==> src/design/lrukt_pkg.sv <==
`timescale 1ns / 1ps
// ----------------------------------------------------------------------------
// lrukt_pkg
// Types and constants shared by the resident key tracker.
// ----------------------------------------------------------------------------
package lrukt_pkg;

    localparam int KEY_W = 4;
    localparam int CAP_W = 4;
    localparam int CNT_W = 4;
    localparam int RES_W = 2;

    localparam logic [CAP_W-1:0] CAP_RESET = CAP_W'(4);

    localparam logic [RES_W-1:0] EV_HIT     = 2'd0;
    localparam logic [RES_W-1:0] EV_LOADED  = 2'd1;
    localparam logic [RES_W-1:0] EV_FAILED  = 2'd2;
    localparam logic [RES_W-1:0] EV_EVICTED = 2'd3;

    typedef enum logic [2:0] {
        ST_IDLE,
        ST_SRCH_RD,
        ST_SRCH_CMP,
        ST_EVICT_RD,
        ST_EVICT_OUT,
        ST_ROT_RD,
        ST_ROT_WR,
        ST_RESULT
    } t_state;

endpackage

==> src/design/lru_resident_key_tracker_unit.sv <==
`timescale 1ns / 1ps
// ----------------------------------------------------------------------------
// lru_resident_key_tracker_unit
// Tracks resident keys in recency order and reports hits, loads and evictions.
// ----------------------------------------------------------------------------
// One request at a time is handled by a small sequencer walking a recency
// memory of MAX_ENTRIES keys (slot 0 most recent) with a single read/write
// port and one key comparator. The memory port sets the pace: each visited
// slot is read and then compared or written back. A hit at slot h searches
// slots 0..h and rotates them; a miss searches every resident key, and if its
// load is allowed evicts from the tail while the set is at capacity, shifts
// the keys down one slot with the new key entering slot 0 and then hands over
// the result. Results wait in an output register; the sequencer holds while
// that register is stalled. An evicted key is reported before the final
// loaded result, which carries o_last high.
module lru_resident_key_tracker_unit
    import lrukt_pkg::*;
#(
    parameter int MAX_ENTRIES = 8
) (
    input  logic             i_clk,
    input  logic             i_rst_n,
    input  logic             i_cfg_we,
    input  logic [CAP_W-1:0] i_cfg_data,
    input  logic             i_in_valid,
    output logic             o_in_stall,
    input  logic [KEY_W-1:0] i_key,
    input  logic             i_load_ok,
    output logic             o_out_valid,
    input  logic             i_out_stall,
    output logic [RES_W-1:0] o_event_res,
    output logic [KEY_W-1:0] o_event_key,
    output logic [CNT_W-1:0] o_resident_count,
    output logic             o_last
);

    localparam int OCC_W = $clog2(MAX_ENTRIES + 1);
    localparam int IDX_W = (MAX_ENTRIES > 1) ? $clog2(MAX_ENTRIES) : 1;

    function automatic logic evict_needed(input logic [OCC_W-1:0] occ,
                                          input logic [OCC_W-1:0] ecap);
        evict_needed = (occ >= ecap) && (occ != '0);
    endfunction

    logic [KEY_W-1:0] r_mem [MAX_ENTRIES];

    t_state           r_state, n_state;
    logic [CAP_W-1:0] r_cap;
    logic [OCC_W-1:0] r_occ, n_occ;
    logic [OCC_W-1:0] r_ecap, n_ecap;
    logic [OCC_W-1:0] r_idx, n_idx;
    logic [OCC_W-1:0] r_end, n_end;
    logic [KEY_W-1:0] r_key, n_key;
    logic             r_ok, n_ok;
    logic             r_hit, n_hit;
    logic [KEY_W-1:0] r_carry, n_carry;
    logic [RES_W-1:0] r_res, n_res;
    logic [KEY_W-1:0] r_rdata;

    logic             r_out_valid, n_out_valid;
    logic [RES_W-1:0] r_out_res, n_out_res;
    logic [KEY_W-1:0] r_out_key, n_out_key;
    logic [CNT_W-1:0] r_out_count, n_out_count;
    logic             r_out_last, n_out_last;

    logic             in_acc;
    logic             out_free;
    logic             mem_we;
    logic [IDX_W-1:0] mem_addr;
    logic [OCC_W-1:0] occ_m1;
    logic [31:0]      cap_lim;
    logic             srch_last;
    logic             rot_done;

    assign in_acc    = i_in_valid && (r_state == ST_IDLE);
    assign out_free  = !r_out_valid || !i_out_stall;
    assign occ_m1    = r_occ - OCC_W'(1);
    assign srch_last = (r_idx + OCC_W'(1)) == r_occ;
    assign rot_done  = (r_idx == r_end);

    // clamp of the capacity register
    always_comb begin
        cap_lim = (r_cap == '0) ? 32'd1 : 32'(r_cap);
        if (cap_lim > 32'(MAX_ENTRIES)) begin
            cap_lim = 32'(MAX_ENTRIES);
        end
    end

    // next state
    always_comb begin
        n_state = r_state;
        case (r_state)
            ST_IDLE: begin
                if (in_acc) begin
                    if (r_occ != '0) begin
                        n_state = ST_SRCH_RD;
                    end else if (!i_load_ok) begin
                        n_state = ST_RESULT;
                    end else begin
                        n_state = ST_ROT_RD;
                    end
                end
            end
            ST_SRCH_RD: n_state = ST_SRCH_CMP;
            ST_SRCH_CMP: begin
                if (r_rdata == r_key) begin
                    n_state = ST_ROT_RD;
                end else if (srch_last) begin
                    if (!r_ok) begin
                        n_state = ST_RESULT;
                    end else if (evict_needed(r_occ, r_ecap)) begin
                        n_state = ST_EVICT_RD;
                    end else begin
                        n_state = ST_ROT_RD;
                    end
                end else begin
                    n_state = ST_SRCH_RD;
                end
            end
            ST_EVICT_RD: n_state = ST_EVICT_OUT;
            ST_EVICT_OUT: begin
                if (out_free) begin
                    n_state = evict_needed(occ_m1, r_ecap) ? ST_EVICT_RD : ST_ROT_RD;
                end
            end
            ST_ROT_RD: n_state = ST_ROT_WR;
            ST_ROT_WR: n_state = rot_done ? ST_RESULT : ST_ROT_RD;
            ST_RESULT: begin
                if (out_free) begin
                    n_state = ST_IDLE;
                end
            end
            default: n_state = ST_IDLE;
        endcase
    end

    // datapath and outputs
    always_comb begin
        n_occ       = r_occ;
        n_ecap      = r_ecap;
        n_idx       = r_idx;
        n_end       = r_end;
        n_key       = r_key;
        n_ok        = r_ok;
        n_hit       = r_hit;
        n_carry     = r_carry;
        n_res       = r_res;
        n_out_valid = r_out_valid && i_out_stall;
        n_out_res   = r_out_res;
        n_out_key   = r_out_key;
        n_out_count = r_out_count;
        n_out_last  = r_out_last;
        mem_we      = 1'b0;
        mem_addr    = r_idx[IDX_W-1:0];
        o_in_stall  = (r_state != ST_IDLE);

        case (r_state)
            ST_IDLE: begin
                if (in_acc) begin
                    n_key   = i_key;
                    n_ok    = i_load_ok;
                    n_ecap  = OCC_W'(cap_lim);
                    n_idx   = '0;
                    n_end   = '0;
                    n_hit   = 1'b0;
                    n_carry = i_key;
                    n_res   = i_load_ok ? EV_LOADED : EV_FAILED;
                end
            end
            ST_SRCH_CMP: begin
                if (r_rdata == r_key) begin
                    n_hit = 1'b1;
                    n_res = EV_HIT;
                    n_end = r_idx;
                    n_idx = '0;
                end else if (srch_last) begin
                    n_idx = '0;
                    n_end = r_occ;
                end else begin
                    n_idx = r_idx + OCC_W'(1);
                end
            end
            ST_EVICT_RD: begin
                mem_addr = occ_m1[IDX_W-1:0];
            end
            ST_EVICT_OUT: begin
                // keep the victim on the read port while the output is held
                mem_addr = occ_m1[IDX_W-1:0];
                if (out_free) begin
                    n_out_valid = 1'b1;
                    n_out_res   = EV_EVICTED;
                    n_out_key   = r_rdata;
                    n_out_count = CNT_W'(occ_m1);
                    n_out_last  = 1'b0;
                    n_occ       = occ_m1;
                    n_end       = occ_m1;
                end
            end
            ST_ROT_WR: begin
                mem_we  = 1'b1;
                n_carry = r_rdata;
                if (rot_done) begin
                    if (!r_hit) begin
                        n_occ = r_occ + OCC_W'(1);
                    end
                end else begin
                    n_idx = r_idx + OCC_W'(1);
                end
            end
            ST_RESULT: begin
                if (out_free) begin
                    n_out_valid = 1'b1;
                    n_out_res   = r_res;
                    n_out_key   = r_key;
                    n_out_count = CNT_W'(r_occ);
                    n_out_last  = 1'b1;
                end
            end
            default: begin
            end
        endcase
    end

    // recency memory
    always_ff @(posedge i_clk) begin
        if (mem_we) begin
            r_mem[mem_addr] <= r_carry;
        end
        r_rdata <= r_mem[mem_addr];
    end

    always_ff @(posedge i_clk) begin
        if (!i_rst_n) begin
            r_state     <= ST_IDLE;
            r_cap       <= CAP_RESET;
            r_occ       <= '0;
            r_out_valid <= 1'b0;
        end else begin
            r_state     <= n_state;
            r_occ       <= n_occ;
            r_out_valid <= n_out_valid;
            if (i_cfg_we) begin
                r_cap <= i_cfg_data;
            end
        end
    end

    always_ff @(posedge i_clk) begin
        r_ecap      <= n_ecap;
        r_idx       <= n_idx;
        r_end       <= n_end;
        r_key       <= n_key;
        r_ok        <= n_ok;
        r_hit       <= n_hit;
        r_carry     <= n_carry;
        r_res       <= n_res;
        r_out_res   <= n_out_res;
        r_out_key   <= n_out_key;
        r_out_count <= n_out_count;
        r_out_last  <= n_out_last;
    end

    assign o_out_valid      = r_out_valid;
    assign o_event_res      = r_out_res;
    assign o_event_key      = r_out_key;
    assign o_resident_count = r_out_count;
    assign o_last           = r_out_last;

endmodule

==> config.mk <==
export PLATFORM = sky130hd
export DESIGN_NAME = lru_resident_key_tracker_unit
export DESIGN_NICKNAME = d
export VERILOG_FILES = /design/src/design/lrukt_pkg.sv /design/src/design/lru_resident_key_tracker_unit.sv
export SDC_FILE = /design/constraint.sdc
export NUM_CORES = 1
export LEC_CHECK = 0
export BUFFER_PORTS_ARGS = -buffer_cell sky130_fd_sc_hd__buf_2
export CORE_MARGIN = 2
export CORE_UTILIZATION = 55
export DETAILED_ROUTE_END_ITERATION = 8
export PLACE_DENSITY = 0.73
export SLEW_MARGIN = 20
export SYNTH_ARGS = -nofsm -noshare
export SYNTH_HDL_FRONTEND = slang
export SYNTH_SLANG_ARGS = --single-unit
==> constraint.sdc <==
create_clock -name i_clk -period 8.2 [get_ports i_clk]
set_input_delay 0.41 -clock i_clk [delete_from_list [all_inputs] [get_ports i_clk]]
set_output_delay 0.41 -clock i_clk [all_outputs]
set_load 0.1 [all_outputs]
== Yosys cells after proc, flatten, opt, wreduce, memory -nomap -nowiden ==
Memories as Yosys holds them, arrays and structs flattened. A register that Yosys moved wholly into a read port is not among the register bits.
Cells that the tools add are included.
W data, S select, Z words.
Cells by class
  add/sub/neg operators: 3
  $lt $le $gt $ge: 3
  equality and inequality tests: 18
  mux-type cells: 51
  reductions and logical operators: 28
Operator list (number)
  $mux W4: 14
  $pmux W4 S2: 4
  $mux W3: 10
  $pmux W3 S8: 1
  $pmux W4 S3: 2
  $mux W2: 7
  $ne A2 B2 Y1 const B: 7
  $eq A3 B3 Y1 const B: 4
  $eq A4 B4 Y1: 3
  $reduce_and A3 Y1: 4
  $mux W1: 9
  $reduce_bool A3 Y1: 3
  $add A4 B1 Y4 const B: 2
  $ge A4 B4 Y1: 2
  $pmux W2 S2: 2
  $reduce_and A4 Y1: 2
  $reduce_bool A2 Y1: 4
  $reduce_bool A4 Y1: 2
  $eq A3 B2 Y1 const B: 2
  $gt A4 B4 Y1 const B: 1
  $logic_and A1 B1 Y1: 4
  $logic_not A4 Y1: 1
  $pmux W1 S2: 2
  $reduce_and A2 Y1: 2
  other kinds (7): 9
Storage, ports and cells
  bits in registers: 47
  RAM bits: 32
  input bits: 14
  output and inout bits: 13
  memories: 1
Memories
  r_mem: depth 8, bits a word 4, rd ports 1, clocked after memory_dff 1, wr ports 1, line lru_resident_key_tracker_unit.sv:45  | logic [KEY_W-1:0] r_mem [MAX_ENTRIES];

== Longest topological paths before layout ==
Gate-level depths: netlist (run 1).
  depth in word-level cells: 7
  mapped depth: 11
  mapped depth without buffers: 10

== Least setup slack after synthesis (run 1) ==
No wires, ideal clock.
  path type: reg2reg
  from: reg r_occ[0]
  to: mem r_mem[7][0], enable pin
  library setup time: 0.377 ns
  data arrival time: 2.305 ns
  path slack: 5.518 ns
  cell stages (with the launch flop): 10
  path buffers: 2
  clock period less this slack: 2.682 ns
  path through: dfxtp_1 -> buf_2 -> inv_1 -> ha_1 -> nand3b_1 -> o21ai_0 -> a221oi_2 -> buf_4 -> inv_1 -> nor4_1
On the way
  longest elaborated chain between the ends: 2
Ends and longest elaborated chain
  start: declaration: line lru_resident_key_tracker_unit.sv:49  | logic [OCC_W-1:0] r_occ, n_occ;
  start signal: assignment: line lru_resident_key_tracker_unit.sv:240  | r_occ <= n_occ;
  $sub A4 B1 Y4: line lru_resident_key_tracker_unit.sv:77  | assign occ_m1 = r_occ - OCC_W'(1);
  $mux W3: line lru_resident_key_tracker_unit.sv:157  | case (r_state)
  end: declaration: line lru_resident_key_tracker_unit.sv:45
Every way passes these cells.

== Final worst setup path (run 1) ==
  from: reg r_occ[0]
  to: mem r_mem[7][3], enable pin
Same word-level chain as after synthesis.

==> results of run 1 <==
-- how the worst max path moves through the flow --
stage / from / endpoint / slack (ps) / cells past startpoint
finish: r_occ[0]$_SDFFE_PN0P_ / r_mem[7][3]$_DFFE_PP_ / 4750 / 7
global route: r_occ[0]$_SDFFE_PN0P_ / r_mem[7][3]$_DFFE_PP_ / 4490 / 7
CTS: r_occ[0]$_SDFFE_PN0P_ / r_mem[7][3]$_DFFE_PP_ / 4400 / 7
detailed placement: r_occ[0]$_SDFFE_PN0P_ / r_mem[7][2]$_DFFE_PP_ / 4440 / 7
global placement: r_occ[0]$_SDFFE_PN0P_ / r_mem[7][2]$_DFFE_PP_ / 4610 / 7
floorplan: r_occ[0]$_SDFFE_PN0P_ / r_mem[7][0]$_DFFE_PP_ / 5520 / 9
-- flip-flops by register name (all words and copies together), names as in the netlist --
| name | count |
|---|---|
| r_end | 4 |
| o_event_res | 2 |
| o_event_key | 4 |
| r_ok | 1 |
| o_resident_count | 4 |
| r_res | 2 |
| r_state | 3 |
| r_carry | 4 |
| r_hit | 1 |
| r_rdata | 4 |
| o_last | 1 |
| r_key | 4 |
| o_out_valid | 1 |
| r_cap | 4 |
| r_idx | 4 |
| r_mem | 32 |
| r_occ | 4 |
| r_ecap | 4 |
-- worst max-delay path, cell delays in order, from the launching register on --
cell      delay [ps]
dfxtp_1          590
inv_1            190
ha_1             420
nand3b_1         120
o21ai_0          160
a221oi_4         680
inv_1            170
nor4_1           740
-- layout by cell type, fill, tap and decap left out, types with 3 or more instances in the layout --
cell type,netlist,final
nor2_1,31,31
o211ai_1,3,3
xnor2_1,11,11
and2_1,3,3
ha_1,11,11
nor3_1,9,9
dfxtp_1,16,16
xor2_1,11,11
inv_8,0,3
o22ai_1,4,4
edfxtp_1,67,67
o21ai_0,10,10
clkbuf_8,0,9
nand2_1,31,31
nor2b_1,4,4
a21oi_1,7,7
mux2_2,8,8
mux2i_1,31,31
nor4_1,5,5
buf_2,6,26
or2_2,3,3
inv_1,15,15
nand3_1,4,4
-- per-layer routing --
metal  track usage (%)  vias to the layer above  wire length (um)
met5                 0                        -                 0
met4             8.077                        0               166
met3             5.175                       22               574
met2             32.89                      111              3887
met1             28.19                     1287              3536
li1                  -                     1273                 -
-- final cells by class --
type / instances / share of cell area (%)
Multi-Input combinational cell: 219 / 35.57
Inverter: 18 / 1.513
Tap cell: 99 / 2.775
Sequential cell: 83 / 52.24
Timing Repair Buffer: 28 / 3.419
Clock buffer: 9 / 2.775
Clock inverter: 7 / 1.710
-- per-stage QoR --
step                total power (W)  cells  hold slack (ps)  cell area [um2]  worst slack, ps
detailed placement         0.001584    446            492.6             4249             4443
global route               0.002001    463            222.2             4464             4492
finish                     0.001894    463            233.0             4464             4752
floorplan                  0.001430    339            455.5             4096             5518
CTS                        0.001877    462            228.0             4449             4400
global placement           0.001573    446            480.0             4249             4610
-- logic make-up (layout without fill, tap and decap cells) --
group                    after synthesis  count (layout)  share of synthesized area (%)
AND/OR/NAND/NOR                       99              99                          11.88
flip-flops                            83              83                          56.93
AO/OA/AOI/OAI                         47              47                          8.369
multiplexers                          39              39                          9.774
buffers and inverters                 37              62                          4.581
XOR/XNOR                              23              23                          5.101
adder cells (fa/ha/maj)               11              11                          3.360
-- power groups by stage --
stage	combinational (W)	clock (W)	sequential, W
floorplan	0.000672	0	0.000758
global placement	0.000856	0	0.000717
detailed placement	0.000863	0	0.000720
CTS	0.000874	0.000292	0.000711
global route	0.000964	0.000309	0.000728
finish	0.000891	0.000288	0.000715
==> metrics, run 1 <==
layout cell share with drive strength beyond 1=a little under a fifth; CP endpoint kind=register; max cap viols=0; register area share after synthesis=56.93%; final net count=around 380; DIE AREA=8154 um2; Hold Path Class=input port to register; Yosys cell types=56; first-pass GRT wire length=around 13,000 um; Leak=between 1.5 and 2 nW; #FFs+latches synth=83; reg-to-reg endpoint=r_mem[7][3]$_DFFE_PP_; wire per inst=around 18 um; Initial Utilization=56.78%; pin count of the biggest net entering global routing=21; Commonest cells post-synth=edfxtp_1 (67), mux2i_1 (31), nand2_1 (31), nor2_1 (31), dfxtp_1 (16); # Post-CTS Setup Buffers=0; post-cts repair resize count=0; antenna viol nets, final=0; vias in the first global route=2,664; IO buf count=26; Tot GR Track Use=a little over a fifth; Syn Area/Cell=approximately 12 um2; Yosys top cell by area=edfxtp_1; share of the synthesized area in the top cell type=between 40% and 50%; io pins=27; headroom to the max-slew limit=between 40% and 50%; worst vdd ir=about 0.23 mV; # clock sinks=83; core area=around 7200 um2; RSZ-0062 raised after global routing=false; # diodes=0; Net Sw Frac=a little under half; Hold Buf Count CTS=0; Rows=31; Combinational Power Share=roughly 47%; final worst path period need=3448 ps; # fillers=590; Slew @ Worst Pin=848.8 ps; CTS clk-pin slew, worst paths=100 ps; asr flop ratio synth=0%; Vias=~2,700; Storage cell area=~2300 um2; drt first pass iters=5; crit start category=register; Area growth syn-to-layout=8.980%; clock root buffer=clkbuf_8; outcome=complete, no violations; r2r worst-path depth=7; area occupied by multi-input gates=1588 um2; Setup TNS=0 ps; worst r2r src=r_occ[0]$_SDFFE_PN0P_; CTS max path bufs=2; Die Wd=~90 um; hold depth=1; # setup viols final=0; Via density=a little under 6; grt total ovfl=0; Post-synth EDFFs=between 60 and 70; R2R Setup Slk=approximately 4800 ps; Clock Skews=approximately 9.6 ps; detailed placement HPWL=~5700 um; synth top area cells=edfxtp_1 (49%), dfxtp_1 (7.8%), mux2i_1 (7.6%); H-Tree Depth=3; Fmax=0.2900 GHz; period utilization=a little over two fifths; crit path kind=register to register; Seq pwr share=between 30% and 40%; final core utilization=between 60 and 70%; Clk pwr share=around 15%; synth warn=0; net count after synthesis=around 360; CTS tree=done; most common cell in the synthesized netlist=edfxtp_1; Power Internal=between 0.001 and 0.0015 W; Max Slew Vio Count=0; latest clock arrival within the worst-skew pair=around 360 ps; die height=between 90 and 100 um; Final Wtd Congestion=0.9384; PwrDens=approximately 420 nW/um2; Netlist Area Pre-Place=4096 um2; Required @ worst endpoint=around 8200 ps; post-synthesis cell count=approximately 340; Sw Pwr=0.0008568 W; Worst Hold End=r_key[1]$_DFFE_PP_; crit path max fanout=12; hold path start=i_key[1]; initial antenna violation count=0; main flop type after synthesis=edfxtp_1; post-route DRC violation count=0; total CTS buffers=9; Crit path arrival time=between 3000 and 4000 ps; endpoints failing hold=0; DR iter-0 viols=410; drt total wl=8164 um
No activity file was read; power rests on OpenSTA's default activity.
==> inputs of run 2 (changes only) <==
clock period = 3.2 ns   (was 8.2 ns; I/O delays follow)
==> run 2 against run 1 <==
Compared with the run above:
- clock power up 140%
- core utilization up 1.3 points
- first-iteration DRC count down 12%
- sequential share of layout area down 1.0 points
- fmax up 22%
- wire length about the same
- design area up 2.0%
- register-to-register slack worse by 4400 ps
- sequential cell count unchanged
- via count up 1.4%
- combinational power rose to 2.6 times the previous value
==> metrics, run 2 (synthesis gave the netlist of run 1 again) <==
endpoints failing hold=0 (unchanged); crit path max fanout=17 (+5); most common cell after layout, fill and taps aside=edfxtp_1; DIE AREA=8154 um2 (unchanged); outcome=complete, no violations; Area growth syn-to-layout=11.21%; Hold Path Class=input port to register; uppermost layer routed=met4; grt total ovfl=0 (unchanged); crit start category=register; Rows=31 (unchanged); CTS clk-pin slew, worst paths=90 ps (about the same); Final Wtd Congestion=0.9443 (+0.63%); CP top delay family=multiplexers; Leak=1.750 nW (+2.8%); commonest non-fill, non-tap cells in the layout=edfxtp_1 (67), nor2_1 (31), nand2_1 (31), mux2i_1 (31), buf_2 (26); PwrDens=1056 nW/um2 (+150%); Die Wd=90.30 um (unchanged); CP endpoint kind=register; Vias=2,732 (+1.4%); Largest Register=r_mem; final net count=399 (+3.9%); crit path kind=register to register; DR iter-0 viols=360 (-12%); Tot Pwr=0.004811 W (+150%); vias in the first global route=2,733 (+2.6%); final core utilization=63.15% (+1.3 points); drt total wl=8171 um (about the same); core area=7214 um2 (unchanged); pin count of the biggest net entering global routing=18 (-14%); clock root buffer=clkbuf_8; Hold Buf Count CTS=4 (+4); latest clock arrival within the worst-skew pair=350 ps (about the same); die height=90.30 um (unchanged); Tot GR Track Use=21.26% (+0.36 points); wire length on met2=3755 um (-3.4%); total CTS buffers=9 (unchanged); period utilization=88.64% (+47 points); Required @ worst endpoint=3450 ps (-4740 ps); Met1 Routed Length=3645 um (+3.1%); Crit path arrival time=3080 ps (-360 ps); Buf/Inv on CP=2 (unchanged); Clock Skews=10.53 ps (+0.9561 ps); # clock sinks=83 (unchanged); wire per inst=17.09 um (-3.1%); io pins=27 (unchanged); worst vdd ir=0.5731 mV (+150%); metal3 WL=573 um (-0.17%); number of flip-flops in the largest register=32 (unchanged); drt first pass iters=5 (unchanged); post-cts repair resize count=0 (unchanged); crit-path cells=inv_1 -> ha_1 -> nand3b_1 -> o21ai_0 -> a221oi_4 -> buf_4 -> mux2i_1 -> mux2i_1 -> mux2_2; CTS max path bufs=2 (unchanged); Slew @ Worst Pin=726.4 ps (-122.5 ps); Via density=5.715 (-1.7%); max cap viols=0 (unchanged); # diodes=0 (unchanged); Max stage delay on crit path=530 ps (-210 ps); CTS tree=done; CP dominant cell by count=mux2i_1; Max Slew Vio Count=0 (unchanged); IO buf count=26 (unchanged); post-route DRC violation count=0 (unchanged); Fmax=0.3526 GHz (+22%); Initial Utilization=56.78% (unchanged); RSZ-0062 raised after global routing=false; final worst path period need=2836 ps (-612.0 ps); antenna viol nets, final=0 (unchanged); layout cell share with drive strength beyond 1=20.32% (+1.9 points); # setup viols final=0 (unchanged); H-Tree Depth=3 (unchanged); detailed placement HPWL=5774 um (+1.9%); initial antenna violation count=0 (unchanged); # Post-CTS Setup Buffers=0 (unchanged); Setup TNS=0 ps (unchanged); Critical-path top delay cell=dfxtp_1; headroom to the max-slew limit=51.58% (+8.7 points); first-pass GRT wire length=13,390 um (+1.9%)
[run 2: cell type report]
type	instances	area (um2)
clock buffers	10	127.6
well taps	99	123.9
fillers	596	2659
repair buffers	43	267.8
inverters	18	67.56
flip-flops and latches	83	2332
clock inverters	6	48.80
multi-input cells	219	1588
[run 2: worst reg2reg max path, cell delays in order (launching register included)]
cell and delay (ps):
dfxtp_1 530, inv_1 130, ha_1 420, nand3b_1 130, o21ai_0 140, a221oi_4 370, buf_4 350, mux2i_1 240
mux2i_1 130, mux2_2 270
[run 2: final timing paths]
path | slack [ps] | start | end | cells past startpoint
worst max-delay path | 360 | r_occ[1]$_SDFFE_PN0P_ | r_rdata[3]$_DFF_P_ | 9
worst min-delay path | 20 | i_cfg_data[2] | r_cap[2]$_SDFFE_PN1P_ | 3
worst max register to register | 360 | r_occ[1]$_SDFFE_PN0P_ | r_rdata[3]$_DFF_P_ | 9
worst min register to register | 510 | r_res[0]$_SDFFCE_PP0P_ | o_event_res[0]$_SDFFCE_PN1P_ | 1
[run 2: metrics by stage]
| step | hold slack [ps] | setup WS (ps) | instance area [um2] | instances |
|---|---|---|---|---|
| after floorplan | 221.9 | 517.7 | 4096 | 339 |
| after global placement | 353.7 | 409.9 | 4339 | 458 |
| after detailed placement | 355.3 | 366.8 | 4339 | 458 |
| after CTS | 12.82 | 363.6 | 4556 | 478 |
| after global routing | 21.18 | 144.5 | 4556 | 478 |
| final | 21.77 | 363.5 | 4556 | 478 |
[run 2: layer usage]
metal  vias up  GRT usage (%)
li1       1297              -
met1      1306          28.81
met2       112          32.64
met3        17          4.424
met4         0          10.90
met5         -              0
[run 2: power by group]
group	switching, W	internal, W	total, W
clock	0.000389	0.000289	0.000677
sequential	0.000285	0.00151	0.00180
combinational	0.00148	0.000861	0.00234
